File: config.mk
export PLATFORM = sky130hd
export DESIGN_NAME = gcd_lcm_unit
export DESIGN_NICKNAME = d
export VERILOG_FILES = /design/src/rtl/gcl_pkg.sv /design/src/rtl/gcl_front.sv /design/src/rtl/gcl_fifo.sv /design/src/rtl/gcl_core.sv /design/src/rtl/gcd_lcm_unit.sv
export SDC_FILE = /design/constraint.sdc
export NUM_CORES = 2
export LEC_CHECK = 0
export ABC_AREA = 0
export BUFFER_PORTS_ARGS = -buffer_cell sky130_fd_sc_hd__buf_2
export CORE_UTILIZATION = 32
export CTS_CLUSTER_DIAMETER = 80
export CTS_CLUSTER_SIZE = 40
export DETAILED_ROUTE_END_ITERATION = 8
export PLACE_DENSITY = 0.51
export SLEW_MARGIN = 20
export SYNTH_ARGS = -nofsm -noshare
export SYNTH_HDL_FRONTEND = slang
export SYNTH_SLANG_ARGS = --single-unit
export TNS_END_PERCENT = 20
File: constraint.sdc
create_clock -name clk -period 9 [get_ports clk]
set_input_delay 1.8 -clock clk [delete_from_list [all_inputs] [get_ports clk]]
set_output_delay 1.8 -clock clk [all_outputs]
set_load 0.03 [all_outputs]
File: src/rtl/gcl_pkg.sv
// Shared types and constants for the GCD and LCM unit.
`timescale 1ns / 1ps

package gcl_pkg;

	localparam int OPERAND_W = 32;
	localparam int LCM_W     = 64;

	typedef struct packed {
		logic [OPERAND_W-1:0] operand_a;
		logic [OPERAND_W-1:0] operand_b;
	} gcl_in_t;

	typedef struct packed {
		logic [OPERAND_W-1:0] gcd_value;
		logic [LCM_W-1:0]     lcm_value;
		logic                 both_zero_error;
	} gcl_out_t;

	typedef enum logic [2:0] {
		B_IDLE,
		B_GCD,
		B_DIV,
		B_MUL,
		B_DONE
	} gcl_state_t;

endpackage

File: src/rtl/gcl_front.sv
// Front stage: takes items, trims the operands and marks the both-zero case.
`timescale 1ns / 1ps

module gcl_front
	import gcl_pkg::*;
#(
	parameter int WIDTH = 32
) (
	input  logic                 clk,
	input  logic                 arst_n,
	input  logic                 push,
	output logic                 full,
	input  gcl_in_t              operands,
	output logic                 task_push,
	input  logic                 task_full,
	output logic [2*WIDTH:0]     task_data
);

	logic               valid_s1;
	logic [WIDTH-1:0]   a_s1;
	logic [WIDTH-1:0]   b_s1;
	logic               both_zero_s1;
	logic               accept;

	assign full      = valid_s1 && task_full;
	assign accept    = push && !full;
	assign task_push = valid_s1 && !task_full;
	assign task_data = {both_zero_s1, b_s1, a_s1};

	always_ff @(posedge clk or negedge arst_n) begin
		if (!arst_n) begin
			valid_s1 <= 1'b0;
		end else begin
			valid_s1 <= accept || (valid_s1 && !task_push);
		end
	end

	always_ff @(posedge clk) begin
		if (accept) begin
			a_s1         <= operands.operand_a[WIDTH-1:0];
			b_s1         <= operands.operand_b[WIDTH-1:0];
			both_zero_s1 <= (operands.operand_a[WIDTH-1:0] == '0) &&
				(operands.operand_b[WIDTH-1:0] == '0);
		end
	end

endmodule

File: src/rtl/gcl_fifo.sv
// Short queue of classified items between the front and back stages.
`timescale 1ns / 1ps

module gcl_fifo #(
	parameter int DW    = 65,
	parameter int DEPTH = 2
) (
	input  logic          clk,
	input  logic          arst_n,
	input  logic          wr,
	input  logic [DW-1:0] wr_data,
	output logic          q_full,
	input  logic          rd,
	output logic [DW-1:0] rd_data,
	output logic          q_empty
);

	localparam int PW = $clog2(DEPTH);
	localparam int CW = $clog2(DEPTH + 1);

	logic [DW-1:0] mem_q [DEPTH];
	logic [PW-1:0] wr_ptr_q;
	logic [PW-1:0] rd_ptr_q;
	logic [CW-1:0] count_q;
	logic          do_wr;
	logic          do_rd;

	assign q_full  = (count_q == CW'(DEPTH));
	assign q_empty = (count_q == '0);
	assign do_wr   = wr && !q_full;
	assign do_rd   = rd && !q_empty;
	assign rd_data = mem_q[rd_ptr_q];

	always_ff @(posedge clk or negedge arst_n) begin
		if (!arst_n) begin
			wr_ptr_q <= '0;
			rd_ptr_q <= '0;
			count_q  <= '0;
		end else begin
			if (do_wr) begin
				wr_ptr_q <= (wr_ptr_q == PW'(DEPTH - 1)) ? '0 : wr_ptr_q + 1'b1;
			end
			if (do_rd) begin
				rd_ptr_q <= (rd_ptr_q == PW'(DEPTH - 1)) ? '0 : rd_ptr_q + 1'b1;
			end
			if (do_wr && !do_rd) begin
				count_q <= count_q + 1'b1;
			end else if (do_rd && !do_wr) begin
				count_q <= count_q - 1'b1;
			end
		end
	end

	always_ff @(posedge clk) begin
		if (do_wr) begin
			mem_q[wr_ptr_q] <= wr_data;
		end
	end

	// The fill count never exceeds the depth.
	a_count_bound: assert property (@(posedge clk) disable iff (!arst_n)
		count_q <= CW'(DEPTH))
		else $error("queue count above depth");

	// A read alone lowers the count by one.
	a_count_read: assert property (@(posedge clk) disable iff (!arst_n)
		do_rd && !do_wr |=> count_q == $past(count_q) - 1'b1)
		else $error("queue count not lowered on read");

	// A write alone raises the count by one.
	a_count_write: assert property (@(posedge clk) disable iff (!arst_n)
		do_wr && !do_rd |=> count_q == $past(count_q) + 1'b1)
		else $error("queue count not raised on write");

endmodule

File: src/rtl/gcl_core.sv
// Back stage: binary GCD loop, restoring division, multiply and result register.
`timescale 1ns / 1ps

module gcl_core
	import gcl_pkg::*;
#(
	parameter int WIDTH = 32
) (
	input  logic             clk,
	input  logic             arst_n,
	input  logic             q_empty,
	input  logic [2*WIDTH:0] task_data,
	output logic             take,
	output logic             empty,
	input  logic             pop,
	output gcl_out_t         result
);

	localparam int KW = $clog2(WIDTH);
	localparam int LW = 2 * WIDTH;

	gcl_state_t       state_q;
	gcl_state_t       state_d;
	logic             load_out;
	logic             out_valid_q;
	gcl_out_t         out_q;

	logic [WIDTH-1:0] a_q;
	logic [WIDTH-1:0] b_q;
	logic [WIDTH-1:0] x_q;
	logic [WIDTH-1:0] y_q;
	logic [KW-1:0]    k_q;
	logic [WIDTH-1:0] g_q;
	logic [WIDTH-1:0] rem_q;
	logic [WIDTH-1:0] quo_q;
	logic [KW-1:0]    cnt_q;
	logic [LW-1:0]    lcm_q;
	logic             err_q;

	logic             t_zero;
	logic [WIDTH-1:0] t_a;
	logic [WIDTH-1:0] t_b;
	logic             gcd_end;
	logic [WIDTH:0]   rem_sh;
	logic             rem_ge;

	assign t_a     = task_data[WIDTH-1:0];
	assign t_b     = task_data[2*WIDTH-1:WIDTH];
	assign t_zero  = task_data[2*WIDTH];
	assign gcd_end = (x_q == '0) || (y_q == '0);
	assign rem_sh  = {rem_q, quo_q[WIDTH-1]};
	assign rem_ge  = rem_sh >= {1'b0, g_q};

	always_ff @(posedge clk or negedge arst_n) begin
		if (!arst_n) begin
			state_q <= B_IDLE;
		end else begin
			state_q <= state_d;
		end
	end

	always_comb begin
		state_d  = state_q;
		take     = 1'b0;
		load_out = 1'b0;
		unique case (state_q)
			B_IDLE: begin
				if (!q_empty) begin
					take    = 1'b1;
					state_d = t_zero ? B_DONE : B_GCD;
				end
			end
			B_GCD: begin
				if (gcd_end) begin
					state_d = B_DIV;
				end
			end
			B_DIV: begin
				if (cnt_q == '0) begin
					state_d = B_MUL;
				end
			end
			B_MUL: begin
				state_d = B_DONE;
			end
			B_DONE: begin
				if (!out_valid_q || pop) begin
					load_out = 1'b1;
					state_d  = B_IDLE;
				end
			end
			default: begin
				state_d = B_IDLE;
			end
		endcase
	end

	always_ff @(posedge clk) begin
		unique case (state_q)
			B_IDLE: begin
				if (take) begin
					a_q   <= t_a;
					b_q   <= t_b;
					x_q   <= t_a;
					y_q   <= t_b;
					k_q   <= '0;
					err_q <= t_zero;
					g_q   <= '0;
					lcm_q <= '0;
				end
			end
			B_GCD: begin
				priority if (gcd_end) begin
					g_q   <= ((x_q == '0) ? y_q : x_q) << k_q;
					rem_q <= '0;
					quo_q <= a_q;
					cnt_q <= KW'(WIDTH - 1);
				end else if (!x_q[0] && !y_q[0]) begin
					x_q <= x_q >> 1;
					y_q <= y_q >> 1;
					k_q <= k_q + 1'b1;
				end else if (!x_q[0]) begin
					x_q <= x_q >> 1;
				end else if (!y_q[0]) begin
					y_q <= y_q >> 1;
				end else if (x_q >= y_q) begin
					x_q <= (x_q - y_q) >> 1;
				end else begin
					y_q <= (y_q - x_q) >> 1;
				end
			end
			B_DIV: begin
				rem_q <= rem_ge ? WIDTH'(rem_sh - {1'b0, g_q}) : WIDTH'(rem_sh);
				quo_q <= {quo_q[WIDTH-2:0], rem_ge};
				cnt_q <= cnt_q - 1'b1;
			end
			B_MUL: begin
				lcm_q <= LW'(quo_q) * LW'(b_q);
			end
			B_DONE: begin
			end
			default: begin
			end
		endcase
	end

	always_ff @(posedge clk or negedge arst_n) begin
		if (!arst_n) begin
			out_valid_q <= 1'b0;
		end else if (load_out) begin
			out_valid_q <= 1'b1;
		end else if (pop) begin
			out_valid_q <= 1'b0;
		end
	end

	always_ff @(posedge clk) begin
		if (load_out) begin
			out_q.gcd_value       <= OPERAND_W'(g_q);
			out_q.lcm_value       <= LCM_W'(lcm_q);
			out_q.both_zero_error <= err_q;
		end
	end

	assign empty  = !out_valid_q;
	assign result = out_q;

	// A waiting result is only dropped by a pop.
	a_out_hold: assert property (@(posedge clk) disable iff (!arst_n)
		out_valid_q && !pop |=> out_valid_q)
		else $error("result lost without pop");

	// The divisor is never zero during the division.
	a_div_nonzero: assert property (@(posedge clk) disable iff (!arst_n)
		state_q == B_DIV |-> g_q != '0)
		else $error("division by zero divisor");

	// The last division step leads to the multiply.
	a_div_to_mul: assert property (@(posedge clk) disable iff (!arst_n)
		state_q == B_DIV && cnt_q == '0 |=> state_q == B_MUL)
		else $error("division did not end in multiply");

endmodule

File: src/rtl/gcd_lcm_unit.sv
// Top level of the GCD and LCM unit: front stage, queue and back stage.
//
//  Channel   Handshake          Payload
//  -------   ----------------   --------------------------------------
//  input     push / full        operands: operand_a, operand_b
//  result    empty / pop        result: gcd_value, lcm_value, both_zero_error
//
// An item with both operands zero skips the GCD loop, divider and multiplier.
// Any other item goes through the binary GCD loop, then the bit-serial divider,
// which forms operand_a divided by the GCD, and then the multiplier, which forms
// the LCM; the back stage works one item at a time.
// Reset clears all control state at once; there is no clearing pass.
// The front stage and queue keep taking items while the back stage is busy or
// a result waits to be popped, until the queue and the front register are full.
`timescale 1ns / 1ps

module gcd_lcm_unit
	import gcl_pkg::*;
#(
	parameter int WIDTH       = 32,
	parameter int QUEUE_DEPTH = 2
) (
	input  logic     clk,
	input  logic     arst_n,
	input  logic     push,
	output logic     full,
	input  gcl_in_t  operands,
	output logic     empty,
	input  logic     pop,
	output gcl_out_t result
);

	localparam int DW = 2 * WIDTH + 1;

	logic          task_push;
	logic          task_full;
	logic [DW-1:0] task_wr_data;
	logic [DW-1:0] task_rd_data;
	logic          task_empty;
	logic          task_take;

	gcl_front #(
		.WIDTH(WIDTH)
	) u_front (
		.clk      (clk),
		.arst_n   (arst_n),
		.push     (push),
		.full     (full),
		.operands (operands),
		.task_push(task_push),
		.task_full(task_full),
		.task_data(task_wr_data)
	);

	gcl_fifo #(
		.DW   (DW),
		.DEPTH(QUEUE_DEPTH)
	) u_fifo (
		.clk    (clk),
		.arst_n (arst_n),
		.wr     (task_push),
		.wr_data(task_wr_data),
		.q_full (task_full),
		.rd     (task_take),
		.rd_data(task_rd_data),
		.q_empty(task_empty)
	);

	gcl_core #(
		.WIDTH(WIDTH)
	) u_core (
		.clk      (clk),
		.arst_n   (arst_n),
		.q_empty  (task_empty),
		.task_data(task_rd_data),
		.take     (task_take),
		.empty    (empty),
		.pop      (pop),
		.result   (result)
	);

endmodule
==> results.json <==
{
  "nets": 7368,
  "synth_edf_count": 591,
  "syn_to_final_growth_pct": 9.06,
  "drtIter0Drc": 2834,
  "finalSetupViolCount": 0,
  "drc": 0,
  "fp.dieW_um": 443,
  "period_needed_ns": 8.68,
  "cts.clk_slew.worst_paths_ns": 0.10,
  "layout_common_cells": "inv_1, fa_1, nand2_1, and2_1, edfxtp_1",
  "ant_nets": 0,
  "hold_path_class": "register to register",
  "yosys_warnings": 0,
  "clkSinkCount": 600,
  "worstMarginPinSlew_ns": 1.16,
  "htreeDepth": 2,
  "vias": 42786,
  "die_area_um2": 196000,
  "rows": 161,
  "cts_resized": 0,
  "synthesis.nets": 7356,
  "ys_types": 79,
  "ctsHoldBuffers": 0,
  "grt_pass1_vias": 45078,
  "netlist_area_um2": 62200,
  "dpl.hpwl_um": 149000,
  "wirelength_um": 188000,
  "rsz0062_at_grt": "no",
  "crit_type": "register to register",
  "status": "complete, no violations",
  "startpoint_type": "register",
  "post_cts_buffers": 0,
  "viasPerCell": 4.98,
  "cap_violations": 0,
  "clockBufferDepth": 3,
  "cts_tree": "done",
  "arrival_ns": 9.21,
  "ys_ff_latch": 600,
  "grt_overflow_total": 0,
  "grt.total_usage": 0.191,
  "avgSynthCellArea_um2": 10.3,
  "io_pins": 167,
  "tns_ns": 0,
  "grt_max_degree": 74,
  "ys_seq_area_frac": 0.289,
  "hold_viol": 0,
  "dr.pass1.iters": 5,
  "initial_utilization": 0.323,
  "place.port_buffers": 166,
  "largest-register": "u_fifo.mem_q",
  "die_h_um": 443,
  "final_common_cell": "inv_1",
  "slew_viol_final": 0,
  "max_freq_mhz": 115,
  "synthFlopType": "edfxtp_1",
  "grt_antenna_before_repair": 9,
  "core_um2": 193000,
  "grt_first_pass_wirelength_um": 285000,
  "final_layout_size_suffix_gt1_frac": 0.0820,
  "finalCritPeriodShare": 0.965,
  "syn_inst": 6026,
  "clock_latency_ns": 0.72,
  "async_flop_share": 0.0150,
  "endpoint_kind": "register",
  "required_ns": 9.52,
  "cts-root-buf": "clkbuf_16",
  "max_slew_margin": 0.229,
  "largest_reg_flops": 130,
  "gp_congestion": 0.893,
  "instances_no_fill": 8598,
  "cts_made_buffers": 40,
  "avgRoutedWirePerCell_um": 21.9,
  "dp.cells": 8522,
  "skew_ns": 0.0545,
  "crit_path_max_fanout": 22
}
[critical path, cell delays in order (launching register included)]
cell and delay, ns:
edfxtp_1 1.13, and2_1 0.28, fa_1 0.43, fa_1 0.49, fa_1 0.51, inv_1 0.05, fa_1 0.49, inv_1 0.06
fa_1 0.49, fa_1 0.57, fa_1 0.42, fa_1 0.53, ha_1 0.46, a211oi_1 0.13, o211ai_1 0.27, a31oi_1 0.13
nor3_1 0.51, o21bai_1 0.27, a211oi_1 0.37, buf_4 0.18, nor2_1 0.05, o41ai_1 0.44, o21ai_0 0.14, o31ai_1 0.08
[cells by family (layout without fill, tap and decap cells)]
| logic type | after synthesis | count (layout) | synth area share |
|---|---|---|---|
| flops | 600 | 600 | 0.289 |
| xor+xnor | 136 | 136 | 0.0192 |
| simple gates | 1871 | 1871 | 0.150 |
| other cells | 0 | 2 | 0 |
| mux | 156 | 156 | 0.0297 |
| compound gates | 680 | 680 | 0.0699 |
| fa+ha+maj | 1262 | 1262 | 0.362 |
| buf+inv | 1321 | 1365 | 0.0803 |
[per-layer routing]
metal | GRT usage | up-vias | routed length (µm)
li1 | - | 19313 | -
met1 | 0.269 | 22106 | 85200
met2 | 0.310 | 1187 | 87000
met3 | 0.0302 | 180 | 11700
met4 | 0.0429 | 0 | 4160
met5 | 0 | - | 0
[final cells by class]
| cell class | count | area (µm²) |
|---|---|---|
| sequential | 600 | 18000 |
| multi-input combinational | 4105 | 39300 |
| fill | 19229 | 125000 |
| antenna | 2 | 5.00 |
| timing repair buffer | 306 | 1960 |
| clock buffer | 40 | 1000 |
| inverter | 985 | 3700 |
| clock inverter | 34 | 739 |
| tap | 2526 | 3160 |
[cell usage after synthesis (9+ instances only)]
cell,instances,area share
inv_1,985,0.059
fa_1,899,0.29
nand2_1,667,0.040
and2_1,624,0.063
edfxtp_1,591,0.29
ha_1,363,0.073
clkbuf_1,312,0.019
nor2_1,289,0.017
a21oi_1,237,0.019
o21ai_0,106,0.0085
xnor2_1,82,0.012
mux2i_1,74,0.012
a21o_1,70,0.0085
mux2_2,66,0.012
xor2_1,54,0.0076
a211oi_1,47,0.0057
nor4_1,45,0.0045
nand4_1,43,0.0043
nand3_1,41,0.0033
a221oi_1,36,0.0051
nor3_1,35,0.0028
nor2b_1,30,0.0030
a31oi_1,28,0.0028
nand2b_1,25,0.0025
and3_1,23,0.0023
o21a_1,21,0.0025
o21bai_1,18,0.0022
mux4_2,16,0.0058
o22ai_1,16,0.0016
o211ai_1,15,0.0018
o31ai_1,12,0.0014
buf_1,10,0.00060
a211o_1,9,0.0013
buf_2,9,0.00072
dfrtp_1,9,0.0036
[through the flow]
step | hold slack [ns] | util | setup WS [ns] | area, µm²
2_1_floorplan | 0.400 | - | 1.79 | 62200
3_3_place_gp | 0.405 | 0.343 | 0.380 | 66000
3_5_place_dp | 0.405 | 0.343 | 0.324 | 66100
4_1_cts | 0.412 | 0.352 | 0.272 | 67800
5_1_grt | 0.405 | 0.352 | 0.0622 | 67800
6_report | 0.410 | 0.352 | 0.316 | 67800
[path summary, 6_finish.rpt]
kind / slack, ns / startpoint / cells past startpoint / to
worst max-delay path: 0.32 / u_core.quo_q[16] / 23 / u_core.lcm_q[56]
worst min-delay path: 0.41 / u_core.lcm_q[6] / 0 / u_core.result[7]
worst max register to register: 0.32 / u_core.quo_q[16] / 23 / u_core.lcm_q[56]
worst min register to register: 0.41 / u_core.lcm_q[6] / 0 / u_core.result[7]
max in group asynchronous: 7.75 / arst_n / 1 / u_fifo.rd_ptr_q
min in group asynchronous: 0.98 / arst_n / 1 / u_front.valid_s1
Power is left out: the tool's default activity adds up to more than one toggle a clock period on the data nets, which glitch-free logic cannot reach.
